===== src/rtl/stlf_pkg.sv =====
`timescale 1ns / 1ps
// ----------------------------------------------------------------------------
// stlf_pkg: shared types and constants for the synced traffic light
// Phase coding, item kinds, register map, reset values and divide constants.
// ----------------------------------------------------------------------------
package stlf_pkg;

  localparam int ELAPSED_BITS  = 20;
  localparam int MS_PER_SECOND = 1000;
  localparam int REM_W         = 12;
  localparam int BLINK_W       = 10;
  localparam int DUR_W         = 16;

  localparam int APB_ADDR_W = 5;
  localparam int APB_DATA_W = 32;
  localparam int S_TDATA_W  = 8;
  localparam int S_TUSER_W  = 2;
  localparam int M_TDATA_W  = 24;

  // divide by MS_PER_SECOND: q = (m * RECIP) >> RECIP_SHIFT, exact for m < 2**ELAPSED_BITS
  localparam int RECIP_SHIFT = ELAPSED_BITS + 10;
  localparam int RECIP_W     = RECIP_SHIFT + 1;
  localparam logic [63:0] RECIP_FULL =
    ((64'd1 << RECIP_SHIFT) + 64'(MS_PER_SECOND) - 64'd1) / 64'(MS_PER_SECOND);
  localparam logic [RECIP_W-1:0] RECIP = RECIP_W'(RECIP_FULL);

  localparam logic [ELAPSED_BITS-1:0] ELAPSED_MAX = {ELAPSED_BITS{1'b1}};

  typedef enum logic [1:0] {
    PH_GREEN   = 2'd0,
    PH_AMBER   = 2'd1,
    PH_RED     = 2'd2,
    PH_REDWAIT = 2'd3
  } phase_e;

  localparam logic [1:0] FUNC_TICK  = 2'd0;
  localparam logic [1:0] FUNC_MSG   = 2'd1;
  localparam logic [1:0] FUNC_START = 2'd2;

  localparam logic [2:0] REG_MASTER_MODE = 3'd0;
  localparam logic [2:0] REG_GROUP_SEL   = 3'd1;
  localparam logic [2:0] REG_GREEN_MS    = 3'd2;
  localparam logic [2:0] REG_AMBER_MS    = 3'd3;
  localparam logic [2:0] REG_RED_MS      = 3'd4;
  localparam logic [2:0] REG_BLINK_MS    = 3'd5;

  localparam logic [DUR_W-1:0]   GREEN_MS_RST = 16'd20000;
  localparam logic [DUR_W-1:0]   AMBER_MS_RST = 16'd5000;
  localparam logic [DUR_W-1:0]   RED_MS_RST   = 16'd20000;
  localparam logic [BLINK_W-1:0] BLINK_MS_RST = 10'd150;

  typedef struct packed {
    logic               master_mode;
    logic               group_sel;
    logic [DUR_W-1:0]   green_ms;
    logic [DUR_W-1:0]   amber_ms;
    logic [DUR_W-1:0]   red_ms;
    logic [BLINK_W-1:0] blink_ms;
  } cfg_t;

  // low bits first in tdata: remote_group, remote_master, remote_state
  typedef struct packed {
    logic [1:0] remote_state;
    logic       remote_master;
    logic       remote_group;
  } msg_t;

  typedef struct packed {
    logic [1:0] func;
    msg_t       msg;
  } item_t;

  typedef struct packed {
    logic signed [ELAPSED_BITS:0] diff;
    logic                         green_on;
    logic                         amber_on;
    logic                         red_on;
    phase_e                       light_state;
  } mid_t;

  // low bits first in tdata: light_state, red_on, amber_on, green_on, remaining_s
  typedef struct packed {
    logic signed [REM_W-1:0] remaining_s;
    logic                    green_on;
    logic                    amber_on;
    logic                    red_on;
    phase_e                  light_state;
  } res_t;

  function automatic phase_e slave_opposite(input logic [1:0] s);
    phase_e r;
    case (s)
      2'd0:    r = PH_RED;
      2'd1:    r = PH_RED;
      2'd2:    r = PH_GREEN;
      default: r = PH_AMBER;
    endcase
    return r;
  endfunction

  function automatic phase_e master_opposite(input logic [1:0] s);
    phase_e r;
    case (s)
      2'd0:    r = PH_RED;
      2'd1:    r = PH_AMBER;
      2'd2:    r = PH_GREEN;
      default: r = PH_AMBER;
    endcase
    return r;
  endfunction

endpackage


===== src/rtl/synced_traffic_light_fsm_top.sv =====
`timescale 1ns / 1ps
// ----------------------------------------------------------------------------
// synced_traffic_light_fsm_top: four-phase traffic light with peer sync
//
// Input stream: one word per event; tuser carries the kind (1 ms tick, peer
// status message, start), tdata the peer fields. Output stream: one word per
// input word with the phase, the red/amber/green lamp drives and the signed
// seconds left in the phase.
// Path: input register, then the phase update into the mid register, then
// the seconds divide into the result register. Throughput: one word per
// cycle unless the output stalls; phase state feeds back through its own
// register. A stalled output holds its word; the two internal stages keep
// filling and s_axis_tready drops only when all stages hold data.
// Reset: phase red, timer and blink divider cleared, amber lamp off, all
// registers back to their reset values, pipeline empty.
// Configuration through the APB port while the stream is idle.
// ----------------------------------------------------------------------------
module synced_traffic_light_fsm_top (
  input  logic                             clk_i,
  input  logic                             rst_ni,
  // APB configuration
  input  logic                             psel,
  input  logic                             penable,
  input  logic                             pwrite,
  input  logic [stlf_pkg::APB_ADDR_W-1:0]  paddr,
  input  logic [stlf_pkg::APB_DATA_W-1:0]  pwdata,
  output logic [stlf_pkg::APB_DATA_W-1:0]  prdata,
  output logic                             pready,
  // input words
  input  logic                             s_axis_tvalid,
  output logic                             s_axis_tready,
  // [0] remote_group, [1] remote_master, [3:2] remote_state, [7:4] zero
  input  logic [stlf_pkg::S_TDATA_W-1:0]   s_axis_tdata,
  // [1:0] func
  input  logic [stlf_pkg::S_TUSER_W-1:0]   s_axis_tuser,
  // result words
  output logic                             m_axis_tvalid,
  input  logic                             m_axis_tready,
  // [1:0] light_state, [2] red_on, [3] amber_on, [4] green_on,
  // [16:5] remaining_s, [23:17] zero
  output logic [stlf_pkg::M_TDATA_W-1:0]   m_axis_tdata
);

  stlf_pkg::cfg_t  cfg;
  stlf_pkg::item_t item;
  stlf_pkg::mid_t  mid;
  stlf_pkg::res_t  res;
  logic            mid_valid, mid_ready;

  assign item.func = s_axis_tuser;
  assign item.msg  = s_axis_tdata[$bits(stlf_pkg::msg_t)-1:0];

  stlf_cfg u_cfg (
    .clk_i   (clk_i),
    .rst_ni  (rst_ni),
    .psel    (psel),
    .penable (penable),
    .pwrite  (pwrite),
    .paddr   (paddr),
    .pwdata  (pwdata),
    .prdata  (prdata),
    .pready  (pready),
    .cfg_o   (cfg)
  );

  stlf_core u_core (
    .clk_i       (clk_i),
    .rst_ni      (rst_ni),
    .cfg_i       (cfg),
    .in_valid_i  (s_axis_tvalid),
    .in_ready_o  (s_axis_tready),
    .in_item_i   (item),
    .mid_valid_o (mid_valid),
    .mid_ready_i (mid_ready),
    .mid_o       (mid)
  );

  stlf_rem u_rem (
    .clk_i       (clk_i),
    .rst_ni      (rst_ni),
    .mid_valid_i (mid_valid),
    .mid_ready_o (mid_ready),
    .mid_i       (mid),
    .out_valid_o (m_axis_tvalid),
    .out_ready_i (m_axis_tready),
    .out_o       (res)
  );

  assign m_axis_tdata = stlf_pkg::M_TDATA_W'(res);

endmodule


===== src/rtl/stlf_cfg.sv =====
`timescale 1ns / 1ps
// ----------------------------------------------------------------------------
// stlf_cfg: configuration register file
// APB-style write and read of the six timing and role registers.
// ----------------------------------------------------------------------------
module stlf_cfg (
  input  logic                             clk_i,
  input  logic                             rst_ni,
  input  logic                             psel,
  input  logic                             penable,
  input  logic                             pwrite,
  input  logic [stlf_pkg::APB_ADDR_W-1:0]  paddr,
  input  logic [stlf_pkg::APB_DATA_W-1:0]  pwdata,
  output logic [stlf_pkg::APB_DATA_W-1:0]  prdata,
  output logic                             pready,
  output stlf_pkg::cfg_t                   cfg_o
);

  stlf_pkg::cfg_t cfg_q, cfg_d;
  logic [2:0]     idx;
  logic           wr_en;

  assign pready = 1'b1;
  assign idx    = paddr[4:2];
  assign wr_en  = psel && penable && pwrite && pready;

  always_comb begin
    cfg_d = cfg_q;
    if (wr_en) begin
      case (idx)
        stlf_pkg::REG_MASTER_MODE: cfg_d.master_mode = pwdata[0];
        stlf_pkg::REG_GROUP_SEL:   cfg_d.group_sel   = pwdata[0];
        stlf_pkg::REG_GREEN_MS:    cfg_d.green_ms    = pwdata[stlf_pkg::DUR_W-1:0];
        stlf_pkg::REG_AMBER_MS:    cfg_d.amber_ms    = pwdata[stlf_pkg::DUR_W-1:0];
        stlf_pkg::REG_RED_MS:      cfg_d.red_ms      = pwdata[stlf_pkg::DUR_W-1:0];
        stlf_pkg::REG_BLINK_MS:    cfg_d.blink_ms    = pwdata[stlf_pkg::BLINK_W-1:0];
        default: ;
      endcase
    end
  end

  always_ff @(posedge clk_i or negedge rst_ni) begin
    if (!rst_ni) begin
      cfg_q.master_mode <= 1'b0;
      cfg_q.group_sel   <= 1'b0;
      cfg_q.green_ms    <= stlf_pkg::GREEN_MS_RST;
      cfg_q.amber_ms    <= stlf_pkg::AMBER_MS_RST;
      cfg_q.red_ms      <= stlf_pkg::RED_MS_RST;
      cfg_q.blink_ms    <= stlf_pkg::BLINK_MS_RST;
    end else begin
      cfg_q <= cfg_d;
    end
  end

  always_comb begin
    case (idx)
      stlf_pkg::REG_MASTER_MODE: prdata = stlf_pkg::APB_DATA_W'(cfg_q.master_mode);
      stlf_pkg::REG_GROUP_SEL:   prdata = stlf_pkg::APB_DATA_W'(cfg_q.group_sel);
      stlf_pkg::REG_GREEN_MS:    prdata = stlf_pkg::APB_DATA_W'(cfg_q.green_ms);
      stlf_pkg::REG_AMBER_MS:    prdata = stlf_pkg::APB_DATA_W'(cfg_q.amber_ms);
      stlf_pkg::REG_RED_MS:      prdata = stlf_pkg::APB_DATA_W'(cfg_q.red_ms);
      stlf_pkg::REG_BLINK_MS:    prdata = stlf_pkg::APB_DATA_W'(cfg_q.blink_ms);
      default:                   prdata = '0;
    endcase
  end

  assign cfg_o = cfg_q;

endmodule


===== src/rtl/stlf_core.sv =====
`timescale 1ns / 1ps
// ----------------------------------------------------------------------------
// stlf_core: input register and phase state update
// One word per cycle, unless stalled, updates phase, timer and blink state;
// registers phase, lamp drives and signed time-left in ms for the divide stage.
// ----------------------------------------------------------------------------
module stlf_core (
  input  logic           clk_i,
  input  logic           rst_ni,
  input  stlf_pkg::cfg_t cfg_i,
  input  logic           in_valid_i,
  output logic           in_ready_o,
  input  stlf_pkg::item_t in_item_i,
  output logic           mid_valid_o,
  input  logic           mid_ready_i,
  output stlf_pkg::mid_t mid_o
);

  localparam int EW = stlf_pkg::ELAPSED_BITS;

  logic                          in_v_q;
  stlf_pkg::item_t               item_q;
  logic                          mid_v_q;
  stlf_pkg::mid_t                mid_q, mid_d;
  logic                          mid_load;

  stlf_pkg::phase_e              phase_q, phase_d, target;
  logic [EW-1:0]                 elapsed_q, elapsed_d, el_tick;
  logic [stlf_pkg::BLINK_W-1:0]  blink_q, blink_d, bc_inc;
  logic                          lit_q, lit_d;
  logic                          go, same;
  logic [stlf_pkg::DUR_W-1:0]    green_limit, dur;

  assign mid_load   = in_v_q && (!mid_v_q || mid_ready_i);
  assign in_ready_o = !in_v_q || mid_load;

  assign el_tick     = (elapsed_q == stlf_pkg::ELAPSED_MAX) ? elapsed_q : elapsed_q + EW'(1);
  assign bc_inc      = blink_q + stlf_pkg::BLINK_W'(1);
  assign green_limit = (cfg_i.green_ms > cfg_i.amber_ms) ? cfg_i.green_ms - cfg_i.amber_ms : '0;
  assign same        = (item_q.msg.remote_group == cfg_i.group_sel);

  always_comb begin
    phase_d   = phase_q;
    elapsed_d = elapsed_q;
    blink_d   = blink_q;
    lit_d     = lit_q;
    go        = 1'b0;
    target    = phase_q;
    case (item_q.func)
      stlf_pkg::FUNC_TICK: begin
        elapsed_d = el_tick;
        if (phase_q == stlf_pkg::PH_AMBER) begin
          if (bc_inc >= cfg_i.blink_ms) begin
            blink_d = '0;
            lit_d   = ~lit_q;
          end else begin
            blink_d = bc_inc;
          end
        end
        if (cfg_i.master_mode) begin
          case (phase_q)
            stlf_pkg::PH_GREEN: begin
              target = stlf_pkg::PH_AMBER;
              go     = el_tick >= EW'(green_limit);
            end
            stlf_pkg::PH_AMBER: begin
              target = stlf_pkg::PH_RED;
              go     = el_tick >= EW'(cfg_i.amber_ms);
            end
            stlf_pkg::PH_RED: begin
              target = stlf_pkg::PH_REDWAIT;
              go     = el_tick >= EW'(cfg_i.red_ms);
            end
            default: begin
              target = stlf_pkg::PH_GREEN;
              go     = el_tick >= EW'(cfg_i.amber_ms);
            end
          endcase
        end
      end
      stlf_pkg::FUNC_MSG: begin
        if (item_q.msg.remote_master) begin
          if (!cfg_i.master_mode) begin
            go     = 1'b1;
            target = same ? stlf_pkg::phase_e'(item_q.msg.remote_state)
                          : stlf_pkg::slave_opposite(item_q.msg.remote_state);
          end else if (!same) begin
            go     = 1'b1;
            target = stlf_pkg::master_opposite(item_q.msg.remote_state);
          end
        end
      end
      stlf_pkg::FUNC_START: begin
        go     = 1'b1;
        target = cfg_i.group_sel ? stlf_pkg::PH_RED : stlf_pkg::PH_GREEN;
      end
      default: ;
    endcase
    // entering the current phase keeps timer and blink state
    if (go && (target != phase_q)) begin
      phase_d   = target;
      elapsed_d = '0;
      blink_d   = '0;
      lit_d     = 1'b0;
    end
  end

  always_comb begin
    case (phase_d)
      stlf_pkg::PH_GREEN: dur = cfg_i.green_ms;
      stlf_pkg::PH_RED:   dur = cfg_i.red_ms;
      default:            dur = cfg_i.amber_ms;
    endcase
    mid_d.light_state = phase_d;
    mid_d.red_on      = (phase_d == stlf_pkg::PH_RED) || (phase_d == stlf_pkg::PH_REDWAIT);
    mid_d.amber_on    = (phase_d == stlf_pkg::PH_AMBER) && lit_d;
    mid_d.green_on    = (phase_d == stlf_pkg::PH_GREEN);
    mid_d.diff        = $signed({1'b0, EW'(dur)}) - $signed({1'b0, elapsed_d});
  end

  always_ff @(posedge clk_i or negedge rst_ni) begin
    if (!rst_ni) begin
      in_v_q    <= 1'b0;
      mid_v_q   <= 1'b0;
      phase_q   <= stlf_pkg::PH_RED;
      elapsed_q <= '0;
      blink_q   <= '0;
      lit_q     <= 1'b0;
    end else begin
      if (in_ready_o) begin
        in_v_q <= in_valid_i;
      end
      if (mid_load) begin
        mid_v_q   <= 1'b1;
        phase_q   <= phase_d;
        elapsed_q <= elapsed_d;
        blink_q   <= blink_d;
        lit_q     <= lit_d;
      end else if (mid_ready_i) begin
        mid_v_q <= 1'b0;
      end
    end
  end

  always_ff @(posedge clk_i) begin
    if (in_ready_o && in_valid_i) begin
      item_q <= in_item_i;
    end
    if (mid_load) begin
      mid_q <= mid_d;
    end
  end

  assign mid_valid_o = mid_v_q;
  assign mid_o       = mid_q;

endmodule


===== src/rtl/stlf_rem.sv =====
`timescale 1ns / 1ps
// ----------------------------------------------------------------------------
// stlf_rem: seconds-left divide and result register
// Signed ms difference to seconds, truncated toward zero, by reciprocal
// multiply on the magnitude; holds the result word for the output channel.
// ----------------------------------------------------------------------------
module stlf_rem (
  input  logic           clk_i,
  input  logic           rst_ni,
  input  logic           mid_valid_i,
  output logic           mid_ready_o,
  input  stlf_pkg::mid_t mid_i,
  output logic           out_valid_o,
  input  logic           out_ready_i,
  output stlf_pkg::res_t out_o
);

  localparam int EW    = stlf_pkg::ELAPSED_BITS;
  localparam int PW    = EW + stlf_pkg::RECIP_W;
  localparam int RW    = stlf_pkg::REM_W;

  logic                out_v_q;
  stlf_pkg::res_t      out_q, out_d;
  logic                neg;
  logic [EW-1:0]       mag;
  logic [PW-1:0]       prod;
  logic [RW-1:0]       quo;

  assign mid_ready_o = !out_v_q || out_ready_i;

  assign neg  = mid_i.diff[EW];
  assign mag  = EW'(neg ? -mid_i.diff : mid_i.diff);
  assign prod = PW'(mag) * PW'(stlf_pkg::RECIP);
  assign quo  = prod[stlf_pkg::RECIP_SHIFT +: RW];

  always_comb begin
    out_d.light_state = mid_i.light_state;
    out_d.red_on      = mid_i.red_on;
    out_d.amber_on    = mid_i.amber_on;
    out_d.green_on    = mid_i.green_on;
    out_d.remaining_s = neg ? $signed(-quo) : $signed(quo);
  end

  always_ff @(posedge clk_i or negedge rst_ni) begin
    if (!rst_ni) begin
      out_v_q <= 1'b0;
    end else if (mid_ready_o) begin
      out_v_q <= mid_valid_i;
    end
  end

  always_ff @(posedge clk_i) begin
    if (mid_ready_o && mid_valid_i) begin
      out_q <= out_d;
    end
  end

  assign out_valid_o = out_v_q;
  assign out_o       = out_q;

endmodule


===== config.mk =====
export PLATFORM = sky130hd
export DESIGN_NAME = synced_traffic_light_fsm_top
export DESIGN_NICKNAME = d
export VERILOG_FILES = /design/src/rtl/stlf_pkg.sv /design/src/rtl/synced_traffic_light_fsm_top.sv /design/src/rtl/stlf_cfg.sv /design/src/rtl/stlf_core.sv /design/src/rtl/stlf_rem.sv
export SDC_FILE = /design/constraint.sdc
export NUM_CORES = 1
export LEC_CHECK = 0
export BUFFER_PORTS_ARGS = -buffer_cell sky130_fd_sc_hd__buf_2
export CORE_AREA = 4 4 232 189
export CTS_BUF_LIST = sky130_fd_sc_hd__clkbuf_4
export DETAILED_ROUTE_END_ITERATION = 7
export DIE_AREA = 0 0 236 193
export PLACE_DENSITY_LB_ADDON = 0.1
export SLEW_MARGIN = 10
export SYNTH_ARGS = -nofsm -noshare
export SYNTH_HDL_FRONTEND = slang
export SYNTH_HIERARCHICAL = 1
export SYNTH_SLANG_ARGS = --single-unit

===== constraint.sdc =====
create_clock -name clk_i -period 20 [get_ports clk_i]
set_input_delay 2 -clock clk_i [delete_from_list [all_inputs] [get_ports clk_i]]
set_output_delay 2 -clock clk_i [all_outputs]
set_load 0.02 [all_outputs]

==> impl_metrics.csv <==
group,metric,value,unit
placed_design,dp_slack,10.17,ns
timing,relSlewSlack,20.4,%
synthesis,synth_edf_count,49,
floorplanning,rows,67,
synthesis,syn_inst,1739,
status,status,"completed",
final_layout,final_util,43.1,%
synthesis,ys_seq_area_share,23.1,%
synthesis,ys_ff_latch,145,
clock_network,clockRootBuffer,"clkbuf_4",
timing,skew,0.0415,ns
job,max_cap_viol_count,0,
drt,ant_nets,0,
setup_path,crit_type,"register to register",
grt,grt_pass1_wl,67.9,mm
setup_path,cp_slowest_stage_delay,0.60,ns
synthesis,synth-warning-count,6,
synthesis,synth_area_per_cell,9.71,sq um
grt,overflow,0,
clock_network,clk_latency,0.59,ns
synthesis,yosys.area_share.adder,30.0,%
clock_network,cts_tree,"built",
synthesis,synthXorXnorAreaFrac,4.87,%
clock_network,cts_resized,0,
synthesis,async_reset_ff_share,66.2,%
synthesis,synth-main-ff-cell,"dfrtp_1",
setup_path,reg2reg_slack,10.48,ns
timing,fin_crit_sh,47.6,%
final_layout,drive_gt1_share,13.4,%
clock_network,cts_buffers,17,
setup_path,arrival,9.85,ns
timing,fin_crit,9.52,ns
grt,antenna_found_initial,1,
setup_path,reg2reg_from,"u_cfg/cfg_o[26]$_DFFE_PN0P_",
drt,avgViaCountPerCell,5.22,
drt,wire_per_inst,17.7,um
setup_path,crit_start,"u_cfg/cfg_o[26]$_DFFE_PN0P_",
timing,final_hold_viol_count,0,
clock_network,hold_buffers,0,
synthesis,synth_area,0.0169,sq mm
clock_network,htreeDepth,4,
hold_path,hold_end,"u_rem/out_o[2]$_DFFE_PP_",
grt,grt_usage,18.6,%
hold_path,min_path_cells,0,
drt,drt_iter0_markers,610,
placed_design,place.gp.congestion,0.898,
synthesis,yosys.area_share.simple,12.4,%
setup_path,path_max_fanout,37,
final_layout,ff_latch_area,0.00390,sq mm
final_layout,final_nets,2201,
timing,fin_ws,10.48,ns
floorplanning,ios,113,
setup_path,worst_r2r_endpoint,"u_core/mid_o[22]$_DFFE_PP_",
clock_network,cts_setup_buffers,0,
timing,slew_violations,0,
synthesis,synth_compound_area_share,12.7,%
floorplanning,fp.dieH,193,um
setup_path,worstSetupStartpointType,"register",
drt,drc,0,
clock_network,clk_pin_slew_worst_paths,0.15,ns
final_layout,area_growth,6.04,%
timing,grt_setup_unrepaired,"false",
setup_path,worstPathRequired,20.33,ns
timing,fin_tns_setup,0,ns
floorplanning,die-area,0.0455,sq mm
setup_path,rr_worst_depth,33,
drt,wirelength,41.7,mm
timing,hold-worst-slack,0.421,ns
hold_path,hold_path.class,"register to register",
clock_network,max-clock-path-buffers,2,
floorplanning,die_w,236,um
final_layout,multi_input_area,0.0117,sq mm
grt,grt_pass1_vias,12587,
timing,setup_violations,0,
drt,drt-pass1-iter-count,7,
grt,grt_max_degree,57,
synthesis,yosys-mux-area-fraction,8.90,%
setup_path,cp-end-kind,"register",
final_layout,nFillCells,4169,
timing,fmax,105,MHz
clock_network,cts.sinks,145,
placed_design,io_buffers,66,
synthesis,ys_types,97,
setup_path,cp_slowest_cell,"a21oi_2",
floorplanning,core-area,0.0415,sq mm
placed_design,dp_hpwl,34.0,mm
drt,dr_total_vias,12333,
synthesis,synth_top_family_by_area,"adder cells",
floorplanning,initial_core_util,40.7,%
hold_path,worstHoldStart,"u_core/mid_o[2]$_DFFE_PP_",
timing,worst_pin_slew,1.19,ns
area by class of cell:
class | instances | share of cell area [%]
diodes | 2 | 0.0280
flip-flops and latches | 145 | 21.8
well taps | 552 | 3.86
repair buffers | 81 | 2.49
clock buffers | 19 | 0.797
clock inverters | 13 | 0.468
inverters | 240 | 5.03
multi-input cells | 1309 | 65.5
layout by cell type, fill, tap and decap left out, types with 19 or more instances in the layout:
cell	n
edfxtp_1	49
xnor2_1	70
mux2_2	33
clkbuf_4	19
o21ai_0	72
dfrtp_1	76
dfstp_2	20
conb_1	24
a21oi_1	64
inv_1	239
nand2b_1	20
nand2_1	127
nand3_1	36
fa_1	87
a21o_1	26
nor3_1	27
nor2_1	70
xor2_1	22
buf_2	65
ha_1	266
mux2_4	32
mux2i_1	64
cells in the mapped netlist, types with 21 or more instances:
master | instances | area share [%]
a21o_1 | 26 | 1.2
a21oi_1 | 65 | 1.9
buf_4 | 28 | 1.2
clkbuf_1 | 21 | 0.47
dfrtp_1 | 76 | 11
edfxtp_1 | 49 | 8.7
fa_1 | 87 | 10
ha_1 | 266 | 20
inv_1 | 239 | 5.3
mux2_2 | 33 | 2.2
mux2_4 | 32 | 2.8
mux2i_1 | 65 | 3.9
nand2_1 | 127 | 2.8
nand3_1 | 36 | 1.1
nor2_1 | 70 | 1.6
nor3_1 | 27 | 0.80
o21ai_0 | 72 | 2.1
xnor2_1 | 70 | 3.6
xor2_1 | 22 | 1.1
per-layer routing:
metal | GRT usage, % | wire length [um] | vias to the layer above | share of wire (%)
met4 | 3.68 | 387 | 0 | 0.93
met2 | 31.9 | 20200 | 126 | 48
met5 | 0 | 0 | - | 0
met3 | 1.73 | 906 | 17 | 2.2
met1 | 25.9 | 20200 | 6039 | 48
li1 | - | - | 6151 | -
worst max-delay path: cells and delay by family, from the launching register on:
family | cells | cell delay [ns]
compound gates | 17 | 4.34
fa+ha+maj | 4 | 1.30
buf+inv | 2 | 0.77
flops | 1 | 0.47
mux | 3 | 0.78
simple gates | 7 | 1.54
worst max-delay path by stage:
stage                                            end
after floorplan           u_core/mid_o[22]$_DFFE_PP_
after detailed placement  u_core/mid_o[22]$_DFFE_PP_
final                     u_core/mid_o[22]$_DFFE_PP_
after global placement    u_core/mid_o[23]$_DFFE_PP_
after CTS                 u_core/mid_o[22]$_DFFE_PP_
after global routing      u_core/mid_o[22]$_DFFE_PP_
logic make-up after synthesis:
family | Yosys count
compound gates | 316
flops | 145
mux | 130
simple gates | 393
other cells | 3
buf+inv | 306
xor+xnor | 93
fa+ha+maj | 353
stage by stage:
stage / area (sq um) / instances
floorplan: 17000 / 1760
global placement: 17700 / 2327
detailed placement: 17700 / 2327
CTS: 17900 / 2359
global route: 17900 / 2361
finish: 17900 / 2361
sequential cells by signal (all words and copies together), names as in the netlist, 2 cells and up:
signal	cells
u_core/phase_q	2
u_cfg/cfg_o	60
u_core/mid_o	26
u_core/item_q	6
u_rem/out_o	17
u_core/blink_q	10
u_core/elapsed_q	20
Power is not shown: default switching activity piles up to over one toggle a cycle in this logic, so the estimate is an artifact.
